### src/rtl/otsu_pkg.sv
// Shared types and constants of the Otsu threshold finder.
package otsu_pkg;

   // Grey level that is never counted, and the highest level that is.
   localparam logic [7:0] PIX_SKIP = 8'd255;
   localparam logic [7:0] LAST_BIN = 8'd254;

   typedef enum logic [3:0] {
      OP_NONE,
      OP_LOAD,
      OP_INC,
      OP_SW_INIT,
      OP_SW_RD,
      OP_SW_ACC,
      OP_SET_THR,
      OP_SC_RD,
      OP_SC_ACC,
      OP_DECIDE,
      OP_CLEAR
   } dp_op_type;

   typedef enum logic [2:0] {
      MS_P,
      MS_Q,
      MS_DEN,
      MS_SQ,
      MS_LHS,
      MS_RHS
   } mul_sel_type;

   typedef struct packed {
      dp_op_type   op;
      mul_sel_type msel;
      logic        mul_go;
      logic        mul_take;
   } dp_cmd_type;

   typedef struct packed {
      logic       mul_busy;
      logic       mul_done;
      logic       sweep_end;
      logic       found;
      logic       narrow;
      logic       scan_end;
      logic [7:0] threshold;
   } dp_stat_type;

endpackage

### src/rtl/otsu_ctrl.sv
// Controller: sequences histogram update, sweep, scan and response.
module otsu_ctrl (
   input  logic                  clock,
   input  logic                  reset,
   input  logic                  req_valid,
   input  logic                  req_last_pixel,
   output logic                  req_ready,
   output logic                  rsp_valid,
   input  logic                  rsp_ready,
   output logic [7:0]            rsp_threshold,
   output otsu_pkg::dp_cmd_type  cmd,
   input  otsu_pkg::dp_stat_type stat
);
   typedef enum logic [3:0] {
      S_IDLE,
      S_INC,
      S_SW_INIT,
      S_SW_RD,
      S_SW_ACC,
      S_SW_END,
      S_SC_RD,
      S_SC_ACC,
      S_MGO,
      S_MWAIT,
      S_DECIDE,
      S_FINISH
   } state_type;

   state_type             state_ff, state_in;
   otsu_pkg::mul_sel_type mstep_ff, mstep_in, mstep_next;
   logic                  last_ff, last_in;
   logic                  rsp_vld_ff, rsp_vld_in;
   logic [7:0]            rsp_thr_ff, rsp_thr_in;
   logic                  accept;
   logic                  rsp_free;

   assign req_ready = (state_ff == S_IDLE);
   assign accept    = req_valid && req_ready;
   assign rsp_free  = !rsp_vld_ff || rsp_ready;

   always_comb begin
      unique case (mstep_ff)
         otsu_pkg::MS_P:   mstep_next = otsu_pkg::MS_Q;
         otsu_pkg::MS_Q:   mstep_next = otsu_pkg::MS_DEN;
         otsu_pkg::MS_DEN: mstep_next = otsu_pkg::MS_SQ;
         otsu_pkg::MS_SQ:  mstep_next = otsu_pkg::MS_LHS;
         otsu_pkg::MS_LHS: mstep_next = otsu_pkg::MS_RHS;
         default:          mstep_next = otsu_pkg::MS_RHS;
      endcase
   end

   always_comb begin
      state_in     = state_ff;
      mstep_in     = mstep_ff;
      last_in      = last_ff;
      rsp_thr_in   = rsp_thr_ff;
      rsp_vld_in   = rsp_vld_ff && !rsp_ready;
      cmd.op       = otsu_pkg::OP_NONE;
      cmd.msel     = mstep_ff;
      cmd.mul_go   = 1'b0;
      cmd.mul_take = 1'b0;
      unique case (state_ff)
         S_IDLE: begin
            if (accept) begin
               cmd.op   = otsu_pkg::OP_LOAD;
               last_in  = req_last_pixel;
               state_in = S_INC;
            end
         end
         S_INC: begin
            cmd.op   = otsu_pkg::OP_INC;
            state_in = last_ff ? S_SW_INIT : S_IDLE;
         end
         S_SW_INIT: begin
            cmd.op   = otsu_pkg::OP_SW_INIT;
            state_in = S_SW_RD;
         end
         S_SW_RD: begin
            cmd.op   = otsu_pkg::OP_SW_RD;
            state_in = S_SW_ACC;
         end
         S_SW_ACC: begin
            cmd.op   = otsu_pkg::OP_SW_ACC;
            state_in = stat.sweep_end ? S_SW_END : S_SW_RD;
         end
         S_SW_END: begin
            cmd.op   = otsu_pkg::OP_SET_THR;
            state_in = (!stat.found || stat.narrow) ? S_FINISH : S_SC_RD;
         end
         S_SC_RD: begin
            cmd.op   = otsu_pkg::OP_SC_RD;
            state_in = S_SC_ACC;
         end
         S_SC_ACC: begin
            cmd.op   = otsu_pkg::OP_SC_ACC;
            mstep_in = otsu_pkg::MS_P;
            state_in = S_MGO;
         end
         S_MGO: begin
            cmd.mul_go = 1'b1;
            state_in   = S_MWAIT;
         end
         S_MWAIT: begin
            if (stat.mul_done) begin
               cmd.mul_take = 1'b1;
               if (mstep_ff == otsu_pkg::MS_RHS) begin
                  state_in = S_DECIDE;
               end else begin
                  mstep_in = mstep_next;
                  state_in = S_MGO;
               end
            end
         end
         S_DECIDE: begin
            cmd.op   = otsu_pkg::OP_DECIDE;
            state_in = stat.scan_end ? S_FINISH : S_SC_RD;
         end
         S_FINISH: begin
            if (rsp_free) begin
               cmd.op     = otsu_pkg::OP_CLEAR;
               rsp_vld_in = 1'b1;
               rsp_thr_in = stat.threshold;
               state_in   = S_IDLE;
            end
         end
         default: state_in = S_IDLE;
      endcase
   end

   always_ff @(posedge clock) begin
      if (reset) begin
         state_ff   <= S_IDLE;
         mstep_ff   <= otsu_pkg::MS_P;
         last_ff    <= 1'b0;
         rsp_vld_ff <= 1'b0;
         rsp_thr_ff <= '0;
      end else begin
         state_ff   <= state_in;
         mstep_ff   <= mstep_in;
         last_ff    <= last_in;
         rsp_vld_ff <= rsp_vld_in;
         rsp_thr_ff <= rsp_thr_in;
      end
   end

   assign rsp_valid     = rsp_vld_ff;
   assign rsp_threshold = rsp_thr_ff;
endmodule

### config.mk
export PLATFORM = sky130hd
export DESIGN_NAME = otsu_ctrl
export DESIGN_NICKNAME = d
export VERILOG_FILES = /design/src/rtl/otsu_pkg.sv /design/src/rtl/otsu_ctrl.sv
export SDC_FILE = /design/constraint.sdc
export NUM_CORES = 1
export LEC_CHECK = 0
export ABC_AREA = 1
export BUFFER_PORTS_ARGS = -buffer_cell sky130_fd_sc_hd__buf_2
export CAP_MARGIN = 40
export CORE_MARGIN = 4
export CORE_UTILIZATION = 42
export DETAILED_ROUTE_END_ITERATION = 8
export GPL_TIMING_DRIVEN = 0
export PLACE_DENSITY_LB_ADDON = 0.1
export SETUP_SLACK_MARGIN = 0.05
export SYNTH_ARGS = -nofsm -noshare
export SYNTH_HDL_FRONTEND = slang
export SYNTH_SLANG_ARGS = --single-unit
### constraint.sdc
create_clock -name clock -period 1.12 [get_ports clock]
set_input_delay 0.056 -clock clock [delete_from_list [all_inputs] [get_ports clock]]
set_output_delay 0.056 -clock clock [all_outputs]
set_load 0.01 [all_outputs]
Word-level counts from Yosys, hierarchy flattened

Index checks and enable logic that the tools add are counted.

Eq/ne operators: 19
Mux-type cells: 21
Reduce and logical (&&, ||, !) cells: 14

Operators by type and width:

| operator                                       | count |
|---|---|
| one-hot mux 4 bit (12 select lines)            | 1 |
| one-hot mux 4 bit (10 select lines)            | 1 |
| 2-to-1 mux 4 bit                               | 6 |
| == test 4 x 3 -> 1 bit (second input constant) | 4 |
| == test 4 bit (second input constant)          | 4 |
| one-hot mux 3 bit (4 select lines)             | 1 |
| 2-to-1 mux 3 bit                               | 3 |
| == test 4 x 2 -> 1 bit (second input constant) | 2 |
| == test 3 x 2 -> 1 bit (second input constant) | 2 |
| 2-to-1 mux 1 bit                               | 6 |
| != test 2 bit (second input constant)          | 3 |
| one-hot mux 3 bit (2 select lines)             | 1 |
| AND reduction 3 bit                            | 2 |
| == test 4 x 1 -> 1 bit (second input constant) | 1 |
| logical NOT 4 bit                              | 1 |
| 2-to-1 mux 2 bit                               | 2 |
| AND reduction 2 bit                            | 2 |
| == test 3 x 1 -> 1 bit (second input constant) | 1 |
| == test 3 bit (second input constant)          | 1 |
| logical NOT 1 bit                              | 3 |
| logical NOT 3 bit                              | 1 |
| logical AND 1 bit                              | 2 |
| logical OR 1 bit                               | 2 |
| != test 2 x 1 -> 1 bit (second input constant) | 1 |
| nonzero test 2 bit                             | 1 |

Register bits after elaboration: 17
Bits of input ports: 19
Word-level logic and storage cells: 59

Longest topological paths before layout

Gate-level depths: netlist (run 1).

Word-level depth: 5
Mapped depth: 8
Gate-level depth less buffers: 8

Worst setup path before layout (run 1)

Ideal clock, no wire load.

Kind: register to register
Start: register state_ff[0]
End: register last_ff
Arrival time: 1.082 ns
Data required time: 0.988 ns
Setup slack: -0.095 ns
Stages on the path, launching flop included: 7
Buffers on the path: 0
Period minus slack after synthesis: 1.215 ns
Path through: dfxtp_1 > nor2_1 > inv_2 > nor3_2 > nand2_1 > nand2_1 > a21oi_1

Word-level cells in the longest chain between the ends: 3

Ends and longest elaborated chain:

| element                                  | line             | source |
|---|---|---|
| start, declared                          | otsu_ctrl.sv:29  | `state_type state_ff, state_in;` |
| start signal, assigned                   | otsu_ctrl.sv:138 | `state_ff <= state_in;` |
| logical NOT 4 bit (*)                    | otsu_ctrl.sv:37  | `assign req_ready = (state_ff == S_IDLE);` |
| named net req_ready                      | otsu_ctrl.sv:7   | `output logic req_ready,` |
| logical AND 1 bit                        | otsu_ctrl.sv:38  | `assign accept = req_valid && req_ready;` |
| AND reduction 2 bit (no source line) (*) | -                |  |
| end signal, assigned                     | otsu_ctrl.sv:140 | `last_ff <= last_in;` |
| end, declared                            | otsu_ctrl.sv:31  | `logic last_ff, last_in;` |

The timed path passes the listed nets; every way through them passes the cells marked *.
A chain may end at the register's enable or synchronous reset.

==> PnR_summary.wiki, run 1 <==
{| class="wikitable"
! Metric !! Value
|-
| Run status || finished, violations left
|-
| Failing checks || negative setup slack
|-
| Synth top area cells || sky130_fd_sc_hd__dfxtp_1, sky130_fd_sc_hd__nand2_1, sky130_fd_sc_hd__nand3_1
|-
| RSZ-0062 raised after global routing || yes
|-
| Width of the die || 55.1 um
|-
| Total detailed-routing wirelength || 4300 um
|-
| Initial antenna violation count || 0
|-
| FMAX || 694 MHz
|-
| Synthesis warning total || 0
|-
| First drt pass iteration count || 4
|-
| Number of distinct standard cells referenced by the synthesized netlist || 20
|-
| Post-detailed-route DRC marker count || 0
|-
| Min setup slack post-route || -0.321 ns
|-
| Max Buffers Root-to-Sink || 2
|-
| Antenna diode count || 0
|-
| Peak ir drop on the vdd network || 0.992 mV
|-
| Wire length of the first global-routing pass || 5190 um
|-
| Slew of the pin with the lowest slew margin || 0.643 ns
|-
| Most used cells in the layout excluding fill and tap cells || sky130_fd_sc_hd__buf_2, sky130_fd_sc_hd__nand2_1, sky130_fd_sc_hd__dfxtp_1, sky130_fd_sc_hd__buf_6, sky130_fd_sc_hd__nor2_1
|-
| Net Count, Synth || 168
|-
| Number of pins exceeding their max-slew limit in the final report || 0
|-
| Leakage || 0.817 nW
|-
| Worst Skew || 0.00335 ns
|-
| Simple-gate share of the synthesized area || 43.1%
|-
| Startpoint of the worst setup timing path || state_ff[3]
|-
| Worst Hold Class || in -> reg
|-
| Post-placement worst setup slack || -0.105 ns
|-
| Maximum number of pins on one net before global-route repair || 11
|-
| Area share of fa/ha/maj cells after synthesis || 0%
|-
| Total number of placement rows || 16
|-
| Synthesized-area fraction occupied by xor and xnor cells || 0%
|-
| Post-layout net count || 238
|-
| Clock insertion delay at the later pin of the skew report || 0.31 ns
|-
| # placed instances || 211
|-
| Total number of clock tree sinks || 17
|-
| Number of H-tree branching levels || 1
|-
| Total clock buffers created by CTS || 3
|-
| Origin of the critical flop-to-flop path || state_ff[3]
|-
| Die Ht || 55.1 um
|-
| Total number of vias || 1364
|-
| Clock tree from TritonCTS || yes
|-
| Clock-pin slew reported for the worst setup and hold paths after clock tree synthesis || 0.12 ns
|-
| Peak fanout along the critical path || 4
|-
| Final estimated routing congestion in global placement || 0.864
|-
| Startpoint of the tightest hold check path || stat[5]
|-
| Initial drt markers || 50
|-
| Category of the worst setup path capture point || output port
|-
| Die Outline Area || 3040 sq um
|-
| Filler cell count || 98
|-
| Number of non-filler instances in the completed layout || 245
|-
| Relative area change from synthesis to final layout || 95.6%
|-
| Multiplexer area fraction after synthesis || 0%
|-
| Count of boundary I/O pins || 38
|-
| Launching element type of the critical path || flop
|-
| Mean instance size in the synthesized netlist || 6.26 sq um
|-
| Max_cap viols || 0
|-
| Pwr Density || 677 nW/um^2
|-
| Std-Cell Core Area || 2040 sq um
|-
| Ratio of routed vias to standard cells || 5.57
|-
| Min Hold Slack || 0.00398 ns
|-
| Final worst path period need || 1.44 ns
|-
| Synth top area share || 36.5%
|-
| Largest family of logic cells by synthesized area || simple AND/OR/NAND/NOR gates
|-
| Post-synthesis compound-gate area fraction || 11.5%
|-
| Tcrit/Tclk final || 129%
|-
| Critical path type || reg -> out
|-
| Antenna-violating nets left || 0
|-
| Wire length per cell after detailed routing || 17.6 um
|-
| Final setup violating endpoints || 23
|-
| Sequential-to-total area share from yosys stat || 36.5%
|-
| Number of hold-slack violations in the final timing report || 0
|-
| Gr ovfl total || 0
|-
| Post-synthesis cell area || 932 sq um
|-
| Remaining max-slew budget at the tightest pin || 57.1%
|-
| Half-perimeter wire length after detailed placement || 1920 um
|-
| Critical path arrival || 1.39 ns
|-
| WP data required || 1.06 ns
|-
| Total track usage || 23.9%
|-
| Clock root buffer master || sky130_fd_sc_hd__clkbuf_4
|-
| Proportion of layout cells with a drive suffix above 1 || 61.5%
|-
| Initial cell density of the core || 45.6%
|-
| Biggest area consumer among synthesized cells || sky130_fd_sc_hd__dfxtp_1
|-
| Leading cell type in the layout, fill and taps excluded || sky130_fd_sc_hd__buf_2
|-
| Final standard cell utilization of the core || 89.3%
|-
| Total negative slack for setup checks || -4.65 ns
|-
| Number of instances in the synthesized netlist || 149
|-
| Post-synthesis register bit count || 17
|-
| Vias in the first global route || 1193
|-
| Number of I/O port buffers || 35
|}
where the power goes:
part | total [W] | internal [W] | switching (W) | leakage, nW
Sequential | 0.000619 | 0.000604 | 0.0000147 | 0.140
Clock | 0.000375 | 0.000134 | 0.000241 | 0.0177
Combinational | 0.000241 | 0.000113 | 0.000129 | 0.659
Total | 0.00123 | 0.000850 | 0.000384 | 0.817
registers in the layout, summed over array words and instances, names as in the netlist:
signal	count
last_ff	1
mstep_ff	3
rsp_threshold	8
state_ff	4
rsp_valid	1
routing by layer:
metal,vias to the layer above,part of all wire (%),track usage (%)
li1,616,-,-
met1,621,36,26.6
met2,95,50,44.5
met3,32,7.9,4.02
met4,0,5.6,9.72
met5,-,0,0
worst max-delay path: stages (launching register included):
cell                      delay, ns
sky130_fd_sc_hd__dfxtp_4       0.39
sky130_fd_sc_hd__inv_4         0.05
sky130_fd_sc_hd__nor2_4        0.17
sky130_fd_sc_hd__buf_6         0.15
sky130_fd_sc_hd__nand2_4       0.07
sky130_fd_sc_hd__nor2_1        0.10
sky130_fd_sc_hd__buf_2         0.13
what timing repair did:
action                     CTS  global route
hold buffers                 5             2
setup endpoints to repair   23            23
cloned                       0             0
buffers inserted            17             8
gates resized for setup     53            47
pin swaps                   26            28
hold endpoints to repair     5             2
final timing paths:
check | to | slack, ns | cells past startpoint
setup reg to reg | mstep_ff[1] | -0.27 | 9
hold / removal | rsp_threshold[5] | 0.004 | 3
hold reg to reg | rsp_threshold[3] | 0.49 | 2
setup / recovery | cmd[0] | -0.32 | 6
synth_stat cells, drive strengths merged:
master	number
nand3	17
nand2	45
a21oi	15
inv	19
clkbuf	2
o211ai	1
o21ai	5
nor2	23
nand4	1
nand3b	1
dfxtp	17
buf	1
nor3	2
area by class of cell:
cell class,count,area [sq um],share of cell area [%]
timing repair buffer,65,484,26.6
clock buffer,3,22.5,1.24
inverter,19,86.3,4.74
multi-input combinational,110,815,44.7
tap,27,33.8,1.85
clock inverter,1,5.00,0.275
buffer,3,21.3,1.17
sequential,17,355,19.5
per-stage QoR:
| step | power (W) | cell area (sq um) |
|---|---|---|
| after floorplan | 0.000698 | 967 |
| after global placement | 0.000750 | 1180 |
| after detailed placement | 0.000752 | 1180 |
| after CTS | 0.00115 | 1580 |
| after global routing | 0.00127 | 1820 |
| final | 0.00123 | 1820 |
kinds of logic after synthesis:
family | after synthesis
AO/OA/AOI/OAI | 21
buffers and inverters | 22
flip-flops | 17
AND/OR/NAND/NOR | 89
(Power assumes the default switching activity.)
==> inputs of run 2 (changes only) <==
- ABC_AREA: 1 -> 0
- CORE_UTILIZATION: 42 -> 43
==> PnR_summary.wiki, run 2 <==
{| class="wikitable"
! Metric !! Value
|-
| Wire length of the first global-routing pass || 4570 um
|-
| Min Hold Slack || 0.0130 ns
|-
| Ratio of routed vias to standard cells || 5.19
|-
| Proportion of layout cells with a drive suffix above 1 || 51.9%
|-
| Leading cell type in the layout, fill and taps excluded || sky130_fd_sc_hd__buf_2
|-
| Std-Cell Core Area || 2230 sq um
|-
| Max_cap viols || 0
|-
| Final estimated routing congestion in global placement || 0.858
|-
| Total number of clock tree sinks || 17
|-
| Worst reg-to-reg setup slack || -0.33 ns
|-
| Number of non-filler instances in the completed layout || 211
|-
| Initial cell density of the core || 45.7%
|-
| Initial drt markers || 22
|-
| Main synth FF type || sky130_fd_sc_hd__dfxtp_1
|-
| Category of the worst setup path capture point || output port
|-
| Wire length per cell after detailed routing || 14.8 um
|-
| Remaining max-slew budget at the tightest pin || 71.4%
|-
| Number of flip-flops in the largest register || 8
|-
| Synthesis warning total || 0
|-
| Number of H-tree branching levels || 1
|-
| PnR Total Power || 0.00118 W
|-
| Clock tree from TritonCTS || yes
|-
| Post-layout net count || 203
|-
| Max Buffers Root-to-Sink || 2
|-
| Launching element type of the critical path || flop
|-
| Peak fanout along the critical path || 5
|-
| Width of the die || 56.7 um
|-
| Final setup violating endpoints || 23
|-
| Biggest area consumer among synthesized cells || sky130_fd_sc_hd__dfxtp_1
|-
| Min setup slack post-route || -0.341 ns
|-
| Number of pins exceeding their max-slew limit in the final report || 0
|-
| Peak ir drop on the vdd network || 0.650 mV
|-
| Critical path arrival || 1.41 ns
|-
| Initial antenna violation count || 0
|-
| Critical path type || reg -> out
|-
| Startpoint of the worst setup timing path || state_ff[0]
|-
| RSZ-0062 raised after global routing || yes
|-
| Total track usage || 17.9%
|-
| Worst Hold Class || in -> reg
|-
| Slew of the pin with the lowest slew margin || 0.430 ns
|-
| First drt pass iteration count || 4
|-
| Net Count, Synth || 137
|-
| Worst Skew || 0.00429 ns
|-
| WP data required || 1.06 ns
|-
| Async SR Flop Fraction || 0%
|-
| Post-detailed-route DRC marker count || 0
|-
| Final worst path period need || 1.46 ns
|-
| Antenna-violating nets left || 0
|-
| Number of hold-slack violations in the final timing report || 0
|-
| Antenna diode count || 0
|-
| Synth top area cells || sky130_fd_sc_hd__dfxtp_1, sky130_fd_sc_hd__mux2i_1, sky130_fd_sc_hd__nor2_1
|-
| Vias in the first global route || 1062
|-
| Die Ht || 56.7 um
|-
| Endpoint of the most critical setup path || cmd[8]
|-
| Post-synthesis register bit count || 17
|-
| Leakage || 0.743 nW
|-
| Half-perimeter wire length after detailed placement || 1750 um
|-
| Post-placement worst setup slack || -0.234 ns
|-
| Cell area after placement || 1240 sq um
|-
| Commonest cells in the netlist || sky130_fd_sc_hd__dfxtp_1, sky130_fd_sc_hd__nor2_1, sky130_fd_sc_hd__mux2i_1
|-
| Failing checks || negative setup slack
|-
| Number of distinct standard cells referenced by the synthesized netlist || 38
|-
| Total clock buffers created by CTS || 3
|-
| Post-synthesis cell area || 1020 sq um
|-
| Gr ovfl total || 0
|-
| Count of boundary I/O pins || 38
|-
| Origin of the critical flop-to-flop path || state_ff[1]
|-
| Clock root buffer master || sky130_fd_sc_hd__clkbuf_4
|-
| Die Outline Area || 3220 sq um
|-
| Clock-pin slew reported for the worst setup and hold paths after clock tree synthesis || 0.10 ns
|-
| Clock insertion delay at the later pin of the skew report || 0.29 ns
|-
| Number of synthesized flops with an enable pin || 0
|-
| Number of instances in the synthesized netlist || 118
|-
| Sequential-to-total area share from yosys stat || 33.3%
|-
| FMAX || 684 MHz
|-
| Pwr Density || 716 nW/um^2
|-
| Mean instance size in the synthesized netlist || 8.65 sq um
|-
| Startpoint of the tightest hold check path || stat[0]
|-
| # placed instances || 181
|-
| Maximum number of pins on one net before global-route repair || 11
|-
| Total number of placement rows || 17
|-
| Most used cells in the layout excluding fill and tap cells || sky130_fd_sc_hd__buf_2, sky130_fd_sc_hd__nor2_1, sky130_fd_sc_hd__dfxtp_1
|-
| Number of I/O port buffers || 35
|-
| Total number of vias || 1096
|-
| Finished Cell Area || 1650 sq um
|-
| Total detailed-routing wirelength || 3130 um
|-
| Cell depth of the worst flop-to-flop path || 7
|-
| Synth top area share || 33.3%
|-
| Worst r2r dst || state_ff[1]
|-
| Tcrit/Tclk final || 130%
|-
| Relative area change from synthesis to final layout || 62.0%
|-
| Run status || finished, violations left
|}
## run 2: worst min path at each step
stage / endpoint / slack (ns) / cells after the start
6_report: rsp_threshold[0] / 0.01 / 3
5_1_grt: rsp_threshold[6] / 0.01 / 3
4_1_cts: rsp_threshold[6] / 0.005 / 3
3_5_place_dp: rsp_threshold[4] / 0.30 / 3
3_3_place_gp: rsp_threshold[6] / 0.29 / 3
2_1_floorplan: rsp_threshold[0] / 0.20 / 2
## run 2: worst max-delay path: stages, from the launching register on
cell and delay (ns):
sky130_fd_sc_hd__dfxtp_4 0.37, sky130_fd_sc_hd__buf_8 0.13, sky130_fd_sc_hd__and2b_1 0.17, sky130_fd_sc_hd__nand2_1 0.07, sky130_fd_sc_hd__o21ai_1 0.07, sky130_fd_sc_hd__a21o_1 0.16
sky130_fd_sc_hd__buf_2 0.13
## run 2: logic make-up (layout without fill, tap and decap cells)
kind of cell           Yosys count  after routing  synth area share [%]
buffers and inverters           14             79                  8.94
AO/OA/AOI/OAI                   25             25                  15.4
multiplexers                    10             10                  9.80
flip-flops                      17             17                  33.3
XOR/XNOR                         2              2                  1.72
AND/OR/NAND/NOR                 50             50                  30.8
## run 2: final cells by class
type / count / area [sq um]
plain buffers: 9 / 98.8
clock buffers: 4 / 26.3
fillers: 160 / 579
inverters: 4 / 15.0
multi-input cells: 87 / 678
flip-flops and latches: 17 / 350
well taps: 28 / 35.0
repair buffers: 62 / 450
## run 2: timing repair
item | in CTS | in global routing
pin swaps | 20 | 13
buffers inserted | 13 | 9
hold buffers | 4 | 0
resized for setup | 22 | 22
cloned | 1 | 0
hold endpoints to repair | 4 | 0
endpoints found under the setup margin | 24 | 24
## run 2: where the power goes
group	leakage [nW]	total [W]	internal [W]	switching, W
Clock	0.0150	0.000325	0.000138	0.000187
Sequential	0.140	0.000623	0.000612	0.0000110
Combinational	0.589	0.000236	0.000128	0.000109
Total	0.743	0.00118	0.000878	0.000307
## run 2: per-stage QoR
stage          TNS (ns)  util [%]
3_5_place_dp      -3.09      55.7
4_1_cts           -4.42      67.7
5_1_grt           -6.44      74.1
3_3_place_gp      -2.96      55.7
2_1_floorplan     -1.05         -
6_report          -4.85      74.1
## run 2: per-layer routing
layer / global-route usage (%) / up-vias / routed length [um] / share of wire, %
met5: 0 / - / 0 / 0
met4: 9.49 / 0 / 58 / 1.9
met3: 2.07 / 8 / 116 / 3.7
met2: 31.5 / 30 / 1560 / 50
met1: 20.9 / 519 / 1390 / 44
li1: - / 539 / - / -
